===== src/design/status_led_pattern_generator_assert.svh =====
// ----------------------------------------------------------------------------
// Status LED pattern generator assertion macros
// Shorthands for clocked concurrent checks, disabled during reset.
// ----------------------------------------------------------------------------
`ifndef STATUS_LED_PATTERN_GENERATOR_ASSERT_SVH
`define STATUS_LED_PATTERN_GENERATOR_ASSERT_SVH

// Same-cycle implication
`define SLPG_ASSERT_NOW(label, ante, cons, msg) \
	label: assert property (@(posedge clk) disable iff (!arst_n) (ante) |-> (cons)) \
		else $error(msg);

// Next-cycle implication
`define SLPG_ASSERT_NEXT(label, ante, cons, msg) \
	label: assert property (@(posedge clk) disable iff (!arst_n) (ante) |=> (cons)) \
		else $error(msg);

`endif


===== src/design/slpg_pkg.sv =====
// ----------------------------------------------------------------------------
// Status LED pattern generator package
// Shared types, operation and pattern codes, register map and reset values.
// ----------------------------------------------------------------------------
package slpg_pkg;

	typedef logic [1:0] op_t;
	typedef logic [2:0] pattern_t;

	localparam op_t OP_POLL     = 2'd0;
	localparam op_t OP_SET      = 2'd1;
	localparam op_t OP_IDENTIFY = 2'd2;

	localparam pattern_t PAT_OFF        = 3'd0;
	localparam pattern_t PAT_IDLE       = 3'd1;
	localparam pattern_t PAT_RECEIVING  = 3'd2;
	localparam pattern_t PAT_INSTALLING = 3'd3;
	localparam pattern_t PAT_ERROR      = 3'd4;

	localparam int CFG_INDEX_W = 3;
	localparam int CFG_DATA_W  = 16;
	localparam int FIELD_TIME_W = 32;

	typedef logic [CFG_INDEX_W-1:0] cfg_index_t;

	localparam cfg_index_t REG_IDLE_HALF     = 3'd0;
	localparam cfg_index_t REG_RECEIVE_HALF  = 3'd1;
	localparam cfg_index_t REG_BURST_HALF    = 3'd2;
	localparam cfg_index_t REG_BURST_PAUSE   = 3'd3;
	localparam cfg_index_t REG_BURST_TOGGLES = 3'd4;
	localparam cfg_index_t REG_IDENTIFY_HALF = 3'd5;

	typedef struct packed {
		logic [15:0] idle_half;
		logic [15:0] receive_half;
		logic [15:0] burst_half;
		logic [15:0] burst_pause;
		logic [3:0]  burst_toggles;
		logic [15:0] identify_half;
	} slpg_cfg_t;

	localparam slpg_cfg_t CFG_RESET = '{
		idle_half:     16'd500,
		receive_half:  16'd100,
		burst_half:    16'd80,
		burst_pause:   16'd600,
		burst_toggles: 4'd6,
		identify_half: 16'd100
	};

	// Error pins the LED on, off pins it dark; other patterns keep the level
	function automatic logic forced_level(pattern_t pat, logic cur);
		logic lvl;
		lvl = cur;
		if (pat == PAT_ERROR) begin
			lvl = 1'b1;
		end else if (pat == PAT_OFF) begin
			lvl = 1'b0;
		end
		return lvl;
	endfunction

endpackage


===== src/design/slpg_item_if.sv =====
// ----------------------------------------------------------------------------
// Item channel
// Valid/ready channel carrying one poll, pattern change or identify request.
// ----------------------------------------------------------------------------
interface slpg_item_if import slpg_pkg::*; ();
	logic        valid;
	logic        ready;
	op_t         operation;
	logic [31:0] now_ms;
	pattern_t    pattern_sel;
	logic [31:0] identify_duration_ms;

	modport source (
		output valid, operation, now_ms, pattern_sel, identify_duration_ms,
		input  ready
	);
	modport sink (
		input  valid, operation, now_ms, pattern_sel, identify_duration_ms,
		output ready
	);
endinterface


===== src/design/slpg_result_if.sv =====
// ----------------------------------------------------------------------------
// Result channel
// Valid/ready channel carrying the LED level after each item.
// ----------------------------------------------------------------------------
interface slpg_result_if import slpg_pkg::*; ();
	logic valid;
	logic ready;
	logic led_on;

	modport source (output valid, led_on, input ready);
	modport sink (input valid, led_on, output ready);
endinterface


===== src/design/slpg_cfg_if.sv =====
// ----------------------------------------------------------------------------
// Configuration write channel
// Valid/ready channel carrying a register index and write data.
// ----------------------------------------------------------------------------
interface slpg_cfg_if import slpg_pkg::*; ();
	logic                  valid;
	logic                  ready;
	cfg_index_t            index;
	logic [CFG_DATA_W-1:0] data;

	modport source (output valid, index, data, input ready);
	modport sink (input valid, index, data, output ready);
endinterface


===== src/design/status_led_pattern_generator.sv =====
// ----------------------------------------------------------------------------
// Status LED pattern generator
// Drives one status LED level from timestamped poll, pattern and identify items.
// ----------------------------------------------------------------------------
//  channel  | role   | payload
//  ---------+--------+-------------------------------------------------------
//  item     | sink   | operation, now_ms, pattern_sel, identify_duration_ms
//  result   | source | led_on
//  cfg      | sink   | index, data (register write, always ready)
//
//  An item is registered on entry and its result registered as it leaves the
//  entry register; one item per cycle sustained while results are taken.
//  The pattern state updates as the item leaves the entry register, so the
//  next item sees it at once. A stalled result holds the entry register; a
//  new item is then taken only while the entry register is empty.
//  Reset returns the off pattern, no identify, LED dark and default intervals.
// ----------------------------------------------------------------------------
module status_led_pattern_generator import slpg_pkg::*; #(
	parameter int TIME_BITS = 32
) (
	input  logic          clk,
	input  logic          arst_n,
	slpg_item_if.sink     item,
	slpg_result_if.source result,
	slpg_cfg_if.sink      cfg
);

	slpg_cfg_t   regs;

	logic        valid_s1;
	op_t         operation_s1;
	logic [31:0] now_ms_s1;
	pattern_t    pattern_sel_s1;
	logic [31:0] duration_s1;

	logic        valid_s2;
	logic        led_on_s2;

	logic        advance;
	logic        led_next;

	slpg_cfg_regs u_cfg_regs (
		.clk    (clk),
		.arst_n (arst_n),
		.cfg    (cfg),
		.regs   (regs)
	);

	// move the entry item on whenever the result slot is free or draining
	assign advance    = valid_s1 && (!valid_s2 || result.ready);
	assign item.ready = !valid_s1 || advance;

	always_ff @(posedge clk or negedge arst_n) begin
		if (!arst_n) begin
			valid_s1 <= 1'b0;
		end else if (item.valid && item.ready) begin
			valid_s1 <= 1'b1;
		end else if (advance) begin
			valid_s1 <= 1'b0;
		end
	end

	always_ff @(posedge clk) begin
		if (item.valid && item.ready) begin
			operation_s1   <= item.operation;
			now_ms_s1      <= item.now_ms;
			pattern_sel_s1 <= item.pattern_sel;
			duration_s1    <= item.identify_duration_ms;
		end
	end

	slpg_engine #(
		.TIME_BITS (TIME_BITS)
	) u_engine (
		.clk                  (clk),
		.arst_n               (arst_n),
		.step                 (advance),
		.operation            (operation_s1),
		.now_ms               (now_ms_s1),
		.pattern_sel          (pattern_sel_s1),
		.identify_duration_ms (duration_s1),
		.regs                 (regs),
		.led_next             (led_next)
	);

	always_ff @(posedge clk or negedge arst_n) begin
		if (!arst_n) begin
			valid_s2 <= 1'b0;
		end else if (advance) begin
			valid_s2 <= 1'b1;
		end else if (result.ready) begin
			valid_s2 <= 1'b0;
		end
	end

	always_ff @(posedge clk) begin
		if (advance) begin
			led_on_s2 <= led_next;
		end
	end

	assign result.valid  = valid_s2;
	assign result.led_on = led_on_s2;

endmodule


===== src/design/slpg_cfg_regs.sv =====
// ----------------------------------------------------------------------------
// Configuration registers
// Holds the blink intervals and burst settings; always ready to take a write.
// ----------------------------------------------------------------------------
module slpg_cfg_regs import slpg_pkg::*; (
	input  logic       clk,
	input  logic       arst_n,
	slpg_cfg_if.sink   cfg,
	output slpg_cfg_t  regs
);

	slpg_cfg_t regs_q;

	assign cfg.ready = 1'b1;
	assign regs      = regs_q;

	always_ff @(posedge clk or negedge arst_n) begin
		if (!arst_n) begin
			regs_q <= CFG_RESET;
		end else if (cfg.valid && cfg.ready) begin
			unique case (cfg.index)
				REG_IDLE_HALF:     regs_q.idle_half     <= cfg.data;
				REG_RECEIVE_HALF:  regs_q.receive_half  <= cfg.data;
				REG_BURST_HALF:    regs_q.burst_half    <= cfg.data;
				REG_BURST_PAUSE:   regs_q.burst_pause   <= cfg.data;
				REG_BURST_TOGGLES: regs_q.burst_toggles <= cfg.data[3:0];
				REG_IDENTIFY_HALF: regs_q.identify_half <= cfg.data;
				default: begin
					// drop writes outside the register map
				end
			endcase
		end
	end

endmodule


===== src/design/slpg_engine.sv =====
// ----------------------------------------------------------------------------
// Pattern engine
// Holds the pattern state and works out the next LED level for one item.
// ----------------------------------------------------------------------------
`include "status_led_pattern_generator_assert.svh"

module slpg_engine import slpg_pkg::*; #(
	parameter int TIME_BITS = 32
) (
	input  logic        clk,
	input  logic        arst_n,
	input  logic        step,
	input  op_t         operation,
	input  logic [31:0] now_ms,
	input  pattern_t    pattern_sel,
	input  logic [31:0] identify_duration_ms,
	input  slpg_cfg_t   regs,
	output logic        led_next
);

	logic [63:0]          now_wide;
	logic [63:0]          dur_wide;
	logic [TIME_BITS-1:0] now_t;
	logic [TIME_BITS-1:0] dur_t;

	pattern_t             pattern_q;
	logic [TIME_BITS-1:0] last_toggle_q;
	logic [3:0]           burst_done_q;
	logic [TIME_BITS-1:0] deadline_q;
	logic                 led_q;

	pattern_t             pattern_d;
	logic [TIME_BITS-1:0] last_toggle_d;
	logic [3:0]           burst_done_d;
	logic [TIME_BITS-1:0] deadline_d;
	logic                 led_d;

	logic [TIME_BITS-1:0] elapsed;
	logic [TIME_BITS-1:0] to_deadline;
	logic [TIME_BITS-1:0] new_deadline;
	logic                 identify_on;
	logic                 deadline_hit;

	assign now_wide = 64'(now_ms);
	assign dur_wide = 64'(identify_duration_ms);
	assign now_t    = now_wide[TIME_BITS-1:0];
	assign dur_t    = dur_wide[TIME_BITS-1:0];

	assign elapsed      = now_t - last_toggle_q;
	assign to_deadline  = now_t - deadline_q;
	assign new_deadline = now_t + dur_t;
	assign identify_on  = (deadline_q != '0);
	// reached once the wrapped difference is non-negative
	assign deadline_hit = !to_deadline[TIME_BITS-1];

	always_comb begin
		pattern_d     = pattern_q;
		last_toggle_d = last_toggle_q;
		burst_done_d  = burst_done_q;
		deadline_d    = deadline_q;
		led_d         = led_q;

		unique case (operation)
			OP_POLL: begin
				if (identify_on) begin
					if (deadline_hit) begin
						deadline_d    = '0;
						last_toggle_d = now_t;
						burst_done_d  = 4'd0;
						led_d         = forced_level(pattern_q, led_q);
					end else if (elapsed >= TIME_BITS'(regs.identify_half)) begin
						led_d         = !led_q;
						last_toggle_d = now_t;
					end
				end else begin
					unique case (pattern_q)
						PAT_IDLE: begin
							if (elapsed >= TIME_BITS'(regs.idle_half)) begin
								led_d         = !led_q;
								last_toggle_d = now_t;
							end
						end
						PAT_RECEIVING: begin
							if (elapsed >= TIME_BITS'(regs.receive_half)) begin
								led_d         = !led_q;
								last_toggle_d = now_t;
							end
						end
						PAT_INSTALLING: begin
							if (burst_done_q < regs.burst_toggles) begin
								if (elapsed >= TIME_BITS'(regs.burst_half)) begin
									led_d         = !led_q;
									last_toggle_d = now_t;
									burst_done_d  = burst_done_q + 4'd1;
								end
							end else if (elapsed >= TIME_BITS'(regs.burst_pause)) begin
								// pause over: restart the burst
								burst_done_d  = 4'd0;
								last_toggle_d = now_t;
							end
						end
						default: begin
							// off and error hold their level
						end
					endcase
				end
			end
			OP_SET: begin
				if (pattern_sel <= PAT_ERROR && pattern_sel != pattern_q) begin
					pattern_d     = pattern_sel;
					burst_done_d  = 4'd0;
					last_toggle_d = now_t;
					led_d         = forced_level(pattern_sel, led_q);
				end
			end
			OP_IDENTIFY: begin
				// zero marks identify as inactive, so nudge it to one
				deadline_d    = (new_deadline == '0) ? TIME_BITS'(1) : new_deadline;
				last_toggle_d = now_t;
				led_d         = 1'b1;
			end
			default: begin
				// unused operation code changes nothing
			end
		endcase
	end

	assign led_next = led_d;

	always_ff @(posedge clk or negedge arst_n) begin
		if (!arst_n) begin
			pattern_q     <= PAT_OFF;
			last_toggle_q <= '0;
			burst_done_q  <= 4'd0;
			deadline_q    <= '0;
			led_q         <= 1'b0;
		end else if (step) begin
			pattern_q     <= pattern_d;
			last_toggle_q <= last_toggle_d;
			burst_done_q  <= burst_done_d;
			deadline_q    <= deadline_d;
			led_q         <= led_d;
		end
	end

	`SLPG_ASSERT_NEXT(a_identify_arms, step && operation == OP_IDENTIFY,
		deadline_q != '0 && led_q, "identify did not arm the deadline and light the LED")
	`SLPG_ASSERT_NEXT(a_error_lit,
		step && operation == OP_SET && pattern_sel == PAT_ERROR && pattern_q != PAT_ERROR,
		pattern_q == PAT_ERROR && led_q, "error pattern not solid on")
	`SLPG_ASSERT_NEXT(a_hold_idle, !step,
		$stable(led_q) && $stable(pattern_q) && $stable(deadline_q),
		"pattern state moved without an item")
	`SLPG_ASSERT_NOW(a_off_dark, !identify_on && pattern_q == PAT_OFF,
		!led_q, "LED lit in off pattern without identify")

endmodule


===== src/flat_wrapper.sv =====
// flat-port wrapper written by rule: the top's interface ports become plain ports
module status_led_pattern_generator_flat import slpg_pkg::*;
#(
	parameter int TIME_BITS = 32
)
  (clk, arst_n, item_valid, item_operation, item_now_ms, item_pattern_sel, item_identify_duration_ms, item_ready, result_valid, result_led_on, result_ready, cfg_valid, cfg_index, cfg_data, cfg_ready);
  slpg_item_if item_i ();
  slpg_result_if result_i ();
  slpg_cfg_if cfg_i ();
  input  logic clk;
  input  logic arst_n;
  input wire logic [$bits(item_i.valid)-1:0] item_valid;
  input wire logic [$bits(item_i.operation)-1:0] item_operation;
  input wire logic [$bits(item_i.now_ms)-1:0] item_now_ms;
  input wire logic [$bits(item_i.pattern_sel)-1:0] item_pattern_sel;
  input wire logic [$bits(item_i.identify_duration_ms)-1:0] item_identify_duration_ms;
  output wire logic [$bits(item_i.ready)-1:0] item_ready;
  output wire logic [$bits(result_i.valid)-1:0] result_valid;
  output wire logic [$bits(result_i.led_on)-1:0] result_led_on;
  input wire logic [$bits(result_i.ready)-1:0] result_ready;
  input wire logic [$bits(cfg_i.valid)-1:0] cfg_valid;
  input wire logic [$bits(cfg_i.index)-1:0] cfg_index;
  input wire logic [$bits(cfg_i.data)-1:0] cfg_data;
  output wire logic [$bits(cfg_i.ready)-1:0] cfg_ready;
  assign item_i.valid = item_valid;
  assign item_i.operation = item_operation;
  assign item_i.now_ms = item_now_ms;
  assign item_i.pattern_sel = item_pattern_sel;
  assign item_i.identify_duration_ms = item_identify_duration_ms;
  assign item_ready = item_i.ready;
  assign result_valid = result_i.valid;
  assign result_led_on = result_i.led_on;
  assign result_i.ready = result_ready;
  assign cfg_i.valid = cfg_valid;
  assign cfg_i.index = cfg_index;
  assign cfg_i.data = cfg_data;
  assign cfg_ready = cfg_i.ready;
  status_led_pattern_generator #(.TIME_BITS(TIME_BITS)) u_core (.clk(clk), .arst_n(arst_n), .item(item_i), .result(result_i), .cfg(cfg_i));
endmodule

===== config.mk =====
export PLATFORM = sky130hd
export DESIGN_NAME = status_led_pattern_generator_flat
export DESIGN_NICKNAME = d
export VERILOG_FILES = /design/src/design/slpg_pkg.sv /design/src/design/slpg_item_if.sv /design/src/design/slpg_result_if.sv /design/src/design/slpg_cfg_if.sv /design/src/design/status_led_pattern_generator.sv /design/src/design/slpg_cfg_regs.sv /design/src/design/slpg_engine.sv /design/src/flat_wrapper.sv
export VERILOG_INCLUDE_DIRS = /design/src /design/src/design
export SDC_FILE = /design/constraint.sdc
export NUM_CORES = 1
export LEC_CHECK = 0
export BUFFER_PORTS_ARGS = -buffer_cell sky130_fd_sc_hd__buf_4
export CAP_MARGIN = 20
export CORE_MARGIN = 2
export CORE_UTILIZATION = 50
export CTS_CLUSTER_DIAMETER = 100
export DETAILED_ROUTE_END_ITERATION = 10
export GPL_TIMING_DRIVEN = 0
export HOLD_SLACK_MARGIN = 0.05
export PLACE_DENSITY = 0.7
export SLEW_MARGIN = 20
export SYNTH_ARGS = -nofsm -noshare
export SYNTH_HDL_FRONTEND = slang
export SYNTH_SLANG_ARGS = --single-unit
export TNS_END_PERCENT = 20

===== constraint.sdc =====
create_clock -name clk -period 4 [get_ports clk]
set_input_delay 0.2 -clock clk [delete_from_list [all_inputs] [get_ports clk]]
set_output_delay 0.2 -clock clk [all_outputs]
set_load 0.02 [all_outputs]

# ---- Word level (Yosys, flattened, before mapping)
# Index checks and enable logic that the tools add are counted.
dict set report classes {
  n_mul 0
  n_lt_le_gt_ge 7
  bitwise_logic 0
  shift 0
  n_eq_ne 26
  n_mux 41
  add_sub_neg 4
  n_div 0
  n_reduce_logical 29
}
# op n
set ops {}
lappend ops {{2-to-1 mux 32 bit} 12}
lappend ops {{case mux 32 bit (3 select lines)} 2}
lappend ops {{greater-or-equal comparator 32 x 16 -> 1 bit} 5}
lappend ops {{case mux 32 bit (2 select lines)} 1}
lappend ops {{subtractor 32 bit} 2}
lappend ops {{adder 32 bit} 1}
lappend ops {{zero test 32 bit} 1}
lappend ops {{nonzero test 32 bit} 1}
lappend ops {{2-to-1 mux 4 bit} 7}
lappend ops {{!= test 4 bit, second input constant} 5}
lappend ops {{2-to-1 mux 1 bit} 16}
lappend ops {{== test 3 x 2 -> 1 bit, second input constant} 4}
lappend ops {{== test 3 bit, second input constant} 4}
lappend ops {{AND reduction 2 bit} 6}
lappend ops {{!= test 5 bit, second input constant} 2}
lappend ops {{zero test 3 bit} 3}
lappend ops {{AND reduction 9 bit} 1}
lappend ops {{case mux 4 bit (2 select lines)} 1}
lappend ops {{nonzero test 2 bit} 4}
lappend ops {{AND reduction 7 bit} 1}
lappend ops {{== test 3 x 1 -> 1 bit, second input constant} 2}
lappend ops {{!= test 2 bit, second input constant} 3}
lappend ops {{!= test 3 bit, second input constant} 2}
lappend ops {{case mux 1 bit (3 select lines)} 2}
lappend ops {{14 further kinds} 19}
dict set report totals {
  rom_bits 0
  ram_bits 0
  output_inout_bits 4
  inputBits 93
  latchBits 0
  ff_bits 228
  mem_count 0
}

# ---- Longest topological paths before layout
# Gate-level depths: netlist of the first run.
dict set report logic_depth {
  ltp_word 7
  ltp_mapped 21
  ltp_nobuf 20
}

# ---- By module
# Synthesis of the first run repeated with hierarchy kept, for this count alone.
dict set report hier_totals {
  hier_cells 1504
  hier_area_um2 15389.8
}
# mod cells_per_inst area_each_um2 n_inst seq_area_each_um2
set modules_own_cells {}
lappend modules_own_cells {slpg_engine 1242 9943.3 1 1801.7}
lappend modules_own_cells {slpg_cfg_regs 184 3240.6 1 2127.0}
lappend modules_own_cells {status_led_pattern_generator 78 2205.9 1 2152.1}

# ---- Worst setup path before layout of the first run
# Ideal clock, no wire load.
dict set report synth_timing {
  path_kind {reg-to-reg}
  startpoint {register u_core.now_ms_s1[0]}
  endpoint {register u_core.led_on_s2 (netlist: u_core.result.led_on) (data pin)}
  stages_incl_launch_ff 19
  required_ps 3735
  setup_slack_ps -413
  period_less_slack_ps 4413
  arrival_ps 4148
  path_cell_list {edfxtp_1 inv_1 ha_1 fa_1 and2b_1 o2111ai_2 a21oi_1 o21ai_0 xnor2_1 ha_1 nand3_1 nor3_1 a2111o_1 a221oi_1 o22ai_1 a211o_1 a41o_2 o41ai_2 a21oi_1}
}
dict set report synth_between {
  elab_chain_cells 7
  elab_cells_between_ends 15
  classes_between {add/sub (2); order compare (4); mux (9)}
}
# item line_no
set synth_lines {}
lappend synth_lines {{from (decl)} status_led_pattern_generator.sv:32} ;# logic [31:0] now_ms_s1;
lappend synth_lines {{from (signal assigned)} status_led_pattern_generator.sv:66} ;# now_ms_s1 <= item.now_ms;
lappend synth_lines {{subtractor 32 bit} slpg_engine.sv:49} ;# assign elapsed = now_t - last_toggle_q;
lappend synth_lines {{greater-or-equal comparator 32 x 16 -> 1 bit} slpg_engine.sv:91} ;# if (elapsed >= TIME_BITS'(regs.burst_half)) begin
lappend synth_lines {{2-to-1 mux 1 bit} slpg_engine.sv:91}
lappend synth_lines {{2-to-1 mux 1 bit} slpg_engine.sv:90} ;# if (burst_done_q < regs.burst_toggles) begin
lappend synth_lines {{case mux 1 bit (3 select lines)} slpg_engine.sv:76} ;# unique case (pattern_q)
lappend synth_lines {{2-to-1 mux 1 bit (*)} slpg_engine.sv:65} ;# if (identify_on) begin
lappend synth_lines {{case mux 1 bit (3 select lines) (*)} slpg_engine.sv:63} ;# unique case (operation)
lappend synth_lines {{net u_core.led_next} status_led_pattern_generator.sv:40} ;# logic led_next;
lappend synth_lines {{to (signal assigned)} status_led_pattern_generator.sv:98} ;# led_on_s2 <= led_next;
lappend synth_lines {{to (decl)} status_led_pattern_generator.sv:37} ;# logic led_on_s2;
# The timed path passes the listed nets; every way through them passes the cells marked *.
# A chain may end at the register's enable or synchronous reset.

# ---- Final worst setup path of the first run
dict set report layout_timing {
  startpoint {register u_core.now_ms_s1[0]}
  endpoint {register u_core.u_engine.last_toggle_q[28]}
}
dict set report layout_between {
  elab_chain_cells 4
  elab_cells_between_ends 16
  classes_between {add/sub (2); order compare (5); eq/ne (5); mux (3); reduce/logical (1)}
}
# item line_no
set layout_lines {}
lappend layout_lines {{subtractor 32 bit, on equally long branches} {slpg_engine.sv:49, slpg_engine.sv:50}}
lappend layout_lines {{greater-or-equal comparator 32 x 16 -> 1 bit (tied with other cells)} slpg_engine.sv:91}
lappend layout_lines {{!= test 5 bit (no line) (tied with other cells)} n/a}
lappend layout_lines {{AND reduction 9 bit (no line) / case mux 32 bit (3 select lines) (equally long branches)} n/a}
lappend layout_lines {{to (signal assigned)} slpg_engine.sv:139} ;# last_toggle_q <= last_toggle_d;
lappend layout_lines {{to (decl)} slpg_engine.sv:27} ;# logic [TIME_BITS-1:0] last_toggle_q;
# Parallel ways exist; a longest one is shown, timed or not.

==> qor.csv, run 1 <==
metric,value,unit
Mapped Area,15300,µm²
full die area,31900,µm²
XOR/XNOR Fraction of Synth Area,0.0287,
All-Layer GR Usage,0.249,
Synth Area in Compound Gates,0.190,
"FFs w/ async S/R, synth",0.693,
ranking of synthesized cells by area,"dfrtp_1 23%, ha_1 14%, edfxtp_1 14%",
"count leader, synth",ha_1,
share of cells above drive strength 1,0.212,
Tcrit/Tclk final,1.14,
Nets,2058,
largest net degree at the start of global routing,88,
clk_skew,0.0121,ns
RSZ-0062 raised after global routing,true,
setup violators final,36,
failing checks,setup timing,
RD Place Congestion,0.893,
initial antenna violation count,0,
number of remaining DRC errors,0,
outcome,"finished, violations left",
Overflow after GRT,0,
"Reg clk slew, reported paths",0.06,ns
Sequential Area,6080,µm²
"EDFF count, synth",70,
Main synth FF type,dfrtp_1,
Synth Area in Adders,0.147,
Die Width,179,µm
HP Class,in2reg,
cts bufs inserted,28,
Synth cell types,92,
Worst Path Required,4.42,ns
Ports,97,
Routed Antenna Nets,0,
Peak Freq,219,MHz
crit-path max FO,5,
most area-hungry cell type in the Yosys netlist,dfrtp_1,
#FFs+latches synth,228,
synth cell count leaders,"176 x ha_1, 169 x inv_1, 138 x dfrtp_1, 136 x nand2_1, 118 x o21ai_0",
power density cells,564,nW/µm²
Ys Warns,0,
Worst VDD drop,411,µV
vias in the first global route,12800,
hpwl dp,28.2,mm
CTS H-tree depth,1,
Final WS setup,-0.573,ns
clk buf depth,3,
DIE HEIGHT,179,µm
Root Driver,clkbuf_16,
Via Count,12400,
syn avg cell area,9.95,µm²
# clock sinks,228,
Post-Synthesis Cells,1534,
TritonCTS clock tree,done,
crit path kind,reg2reg,
Worst-Skew Late Latency,0.54,ns
critical path arrival,4.99,ns
port bufs,95,
first-pass GRT wire length,63.6,mm
r2r setup slk,-0.57,ns
DR iter-0 viols,601,
multi-input logic area,8880,µm²
syn nets,1805,
Starting Density,0.511,
DR WL/cell,18.0,µm
final hold slack,0.0687,ns
fraction of the mapped netlist area in simple logic gates,0.116,
Slew @ Worst Pin,0.752,ns
final max-slew violation count,0,
Worst Setup End Kind,flop,
"Seq/Total Area, Yosys",0.398,
Max Cap Viol,0,
Via-to-Cell Ratio,5.65,
CP Launch Type,flop,
slew margin rel.,0.495,
share of the synthesized area in the top cell type,0.226,
Ant. Diodes,0,
core area,29900,µm²
main combinational cell family by area after synthesis,compound AO/OA/AOI/OAI gates,
post-synthesis mux area share,0.0627,
Leakage Power,8.81,nW
post-place setup slack,-1.24,ns
synth-to-layout area growth,26.1,%
DRT Wirelength,39.5,mm
Core Rows,63,
Pre-Repair DR Iteration Count,5,
Fill cells,2324,
"Hold Violations, Final",0,
fin crit period,4.57,ns
[worst paths after layout]
| check | start | endpoint | cells past startpoint |
|---|---|---|---|
| max reg2reg | u_core.now_ms_s1[0] | u_core.u_engine.last_toggle_q[28] | 21 |
| max | u_core.now_ms_s1[0] | u_core.u_engine.last_toggle_q[28] | 21 |
| min | cfg_index[1] | u_core.u_cfg_regs.regs[17] | 4 |
| min in group asynchronous | arst_n | u_core.u_cfg_regs.regs[68] | 2 |
| min reg2reg | u_core.valid_s1 | u_core.result.valid | 1 |
| max in group asynchronous | arst_n | u_core.u_engine.last_toggle_q[23] | 3 |
[worst max-delay path, cell delays in order, from the launching register on]
cell and delay, ns:
edfxtp_1 0.37, inv_1 0.06, ha_2 0.17, fa_2 0.33, and2b_2 0.26, o2111ai_4 0.17, a21oi_4 0.28, nor2b_4 0.09
xnor2_4 0.26, ha_4 0.25, a21oi_2 0.15, o22ai_1 0.10, a2111o_1 0.38, a221oi_4 0.34, nand2_1 0.10, o21ai_2 0.09
a311oi_2 0.16, o21ai_4 0.19, buf_12 0.15, buf_12 0.11, buf_12 0.12, mux2_4 0.30
[metrics by stage]
step	utilization	total power [mW]	cells	instance area, µm²	TNS, ns
detailed placement	0.555	7.44	2021	16600	-43.72
global placement	0.552	7.26	2019	16500	-41.35
floorplan	-	6.29	1534	15300	-6.66
CTS	0.637	10.6	2194	19000	-13.77
finish	0.645	10.9	2199	19300	-16.94
global route	0.645	11.7	2199	19300	-23.11
[cell usage in the layout, fill, tap and decap left out, types with 18 or more instances in the layout]
cell type	instances
nor2_1	50
mux2_2	41
nand2_1	133
nand3_1	20
clkbuf_16	29
nand4_1	21
buf_4	129
o21ai_0	108
a22o_1	18
ha_1	163
dfrtp_1	138
a21o_1	66
mux2_4	29
inv_1	169
edfxtp_1	70
dfstp_2	20
nand2b_1	20
dlygate4sd3_1	90
clkbuf_1	34
xnor2_1	25
a21oi_1	84
[final cells by class]
type,count,share of cell area
Clock buffer,39,0.0407
Buffer,42,0.0121
Sequential cell,228,0.316
Multi-Input combinational cell,1094,0.461
Clock inverter,13,0.00780
Tap cell,390,0.0253
Inverter,169,0.0329
Timing Repair Buffer,224,0.104
[timing repair]
| action | in CTS | in global routing |
|---|---|---|
| cloned | 1 | 0 |
| endpoints found under the setup margin | 47 | 69 |
| hold buffers | 90 | 0 |
| pin swaps | 35 | 19 |
| setup buffers | 30 | 6 |
| resized for setup | 62 | 41 |
| hold endpoints to repair | 224 | 0 |
[power by group]
| group | switching (mW) | internal (mW) |
|---|---|---|
| Clock | 1.00 | 1.56 |
| Sequential | 0.281 | 2.89 |
| Combinational | 2.78 | 2.35 |
[registers in the layout, summed over array words and instances, names as in the netlist]
signal,cells
u_core.u_engine.deadline_q,32
u_core.result.led_on,1
u_core.operation_s1,2
u_core.duration_s1,32
u_core.now_ms_s1,32
u_core.u_engine.pattern_q,3
u_core.valid_s1,1
u_core.pattern_sel_s1,3
u_core.u_engine.burst_done_q,4
u_core.u_engine.last_toggle_q,32
u_core.result.valid,1
u_core.u_engine.led_q,1
u_core.u_cfg_regs.regs,84
[logic make-up (layout without fill, tap and decap cells)]
logic type / Yosys count / count (layout)
compound gates: 435 / 435
simple gates: 354 / 354
flops: 228 / 228
buf+inv: 212 / 487
fa+ha+maj: 178 / 178
mux: 76 / 76
xor+xnor: 50 / 50
other cells: 1 / 1
[per-layer routing]
layer	vias to the layer above	track usage	share of wire
li1	6065	-	-
met1	6029	0.311	0.43
met2	256	0.450	0.50
met3	68	0.0291	0.035
met4	0	0.0776	0.030
met5	-	0	0
Note: power is estimated with default switching activity, not from simulation.
==> inputs of run 2 (changes only) <==
==> constraint.sdc (replaced) <==
create_clock -name clk -period 4 [get_ports clk]
set_input_delay 0.6 -clock clk [delete_from_list [all_inputs] [get_ports clk]]
set_output_delay 0.6 -clock clk [all_outputs]
set_load 0.02 [all_outputs]
==> qor.csv, run 2 (synthesized netlist as in run 1, its figures left out) <==
metric,value,unit
outcome,"finished, violations left",
failing checks,setup timing,
Pre-Repair DR Iteration Count,5,
full die area,31900,µm²
CTS H-tree depth,1,
cts bufs inserted,28,
core area,29900,µm²
vias in the first global route,12300,
setup violators final,36,
dpl cells,2021,
Via-to-Cell Ratio,5.72,
Slew @ Worst Pin,0.735,ns
Finished Core Util,0.614,
Placed Instance Area,16600,µm²
Post-Layout Inst Area,18400,µm²
fin crit period,4.55,ns
post-place setup slack,-1.24,ns
Worst Path Required,4.41,ns
Ports,97,
"Hold Violations, Final",0,
Die Width,179,µm
# clock sinks,228,
Final WS setup,-0.554,ns
largest net degree at the start of global routing,88,
Worst Setup End Kind,flop,
Worst VDD drop,411,µV
clk_skew,0.0149,ns
Tcrit/Tclk final,1.14,
clk buf depth,3,
RSZ-0062 raised after global routing,true,
Leakage Power,8.44,nW
TritonCTS clock tree,done,
All-Layer GR Usage,0.240,
setup TNS,-16.28,ns
Root Driver,clkbuf_16,
Nets,1968,
DR WL/cell,17.9,µm
final hold slack,0.0692,ns
port bufs,95,
Core Rows,63,
final max-slew violation count,0,
crit path kind,reg2reg,
crit-path max FO,5,
power density cells,587,nW/µm²
initial antenna violation count,0,
Max Cap Viol,0,
share of cells above drive strength 1,0.223,
synth-to-layout area growth,20.2,%
Via Count,12100,
final cell count without fillers,2109,
CP Launch Type,flop,
slew margin rel.,0.506,
max FFs per register,84,
Overflow after GRT,0,
Worst-Skew Late Latency,0.54,ns
"most common cell after layout, fill and taps aside",inv_1,
critical path arrival,4.97,ns
CTS hold repair buffers,0,
Ant. Diodes,0,
HP Class,in2async,
DRT Wirelength,37.8,mm
hpwl dp,28.2,mm
Routed Antenna Nets,0,
number of remaining DRC errors,0,
Starting Density,0.511,
first-pass GRT wire length,61.4,mm
"Reg clk slew, reported paths",0.06,ns
most frequent cells in the layout,"169 x inv_1, 163 x ha_1, 138 x dfrtp_1, 133 x nand2_1, 129 x buf_4",
RD Place Congestion,0.893,
DIE HEIGHT,179,µm
Peak Freq,220,MHz
Design Power,10.8,mW
DR iter-0 viols,625,
## run 2: final timing paths
kind / from / cells past startpoint / slack, ns / to
max in group asynchronous: arst_n / 2 / 3.12 / u_core.u_engine.deadline_q[23]
hold / removal: arst_n / 1 / 0.07 / u_core.u_cfg_regs.regs[68]
setup reg to reg: u_core.now_ms_s1[0] / 21 / -0.55 / u_core.u_engine.last_toggle_q[28]
hold reg to reg: u_core.u_cfg_regs.regs[70] / 2 / 0.50 / u_core.u_cfg_regs.regs[70]
setup / recovery: u_core.now_ms_s1[0] / 21 / -0.55 / u_core.u_engine.last_toggle_q[28]
min in group clk: item_pattern_sel[0] / 1 / 0.23 / u_core.pattern_sel_s1[0]
## run 2: area by class of cell
type,count,area (µm²)
inverters,169,634
multi-input cells,1094,8880
fillers,2457,11500
clock buffers,39,783
flip-flops and latches,228,6080
repair buffers,134,1100
clock inverters,13,150
well taps,390,488
plain buffers,42,233
## run 2: routing by layer
layer	vias to the layer above	share of wire	global-route usage
met3	66	0.033	0.0280
met1	5865	0.44	0.305
met4	0	0.031	0.0759
met2	236	0.50	0.428
li1	5892	-	-
met5	-	0	0
## run 2: where the power goes
group	switching [mW]	internal, mW
combinational	2.76	2.30
sequential	0.279	2.89
clock	0.998	1.56
## run 2: critical path: stages (launching register included)
cell	delay, ns
edfxtp_1	0.37
inv_1	0.06
ha_2	0.17
fa_2	0.33
and2b_2	0.26
o2111ai_4	0.17
a21oi_4	0.28
nor2b_4	0.09
xnor2_4	0.26
ha_4	0.25
a21oi_2	0.15
o22ai_1	0.10
a2111o_1	0.38
a221oi_4	0.34
nand2_1	0.10
o21ai_2	0.09
a311oi_2	0.16
o21ai_4	0.19
buf_12	0.15
buf_12	0.11
buf_12	0.12
mux2_4	0.30
## run 2: repair_timing
action / CTS / global route
endpoints found under the setup margin: 47 / 69
gates cloned: 1 / 0
setup buffers: 30 / 6
gates resized for setup: 62 / 41
pin swaps: 35 / 19
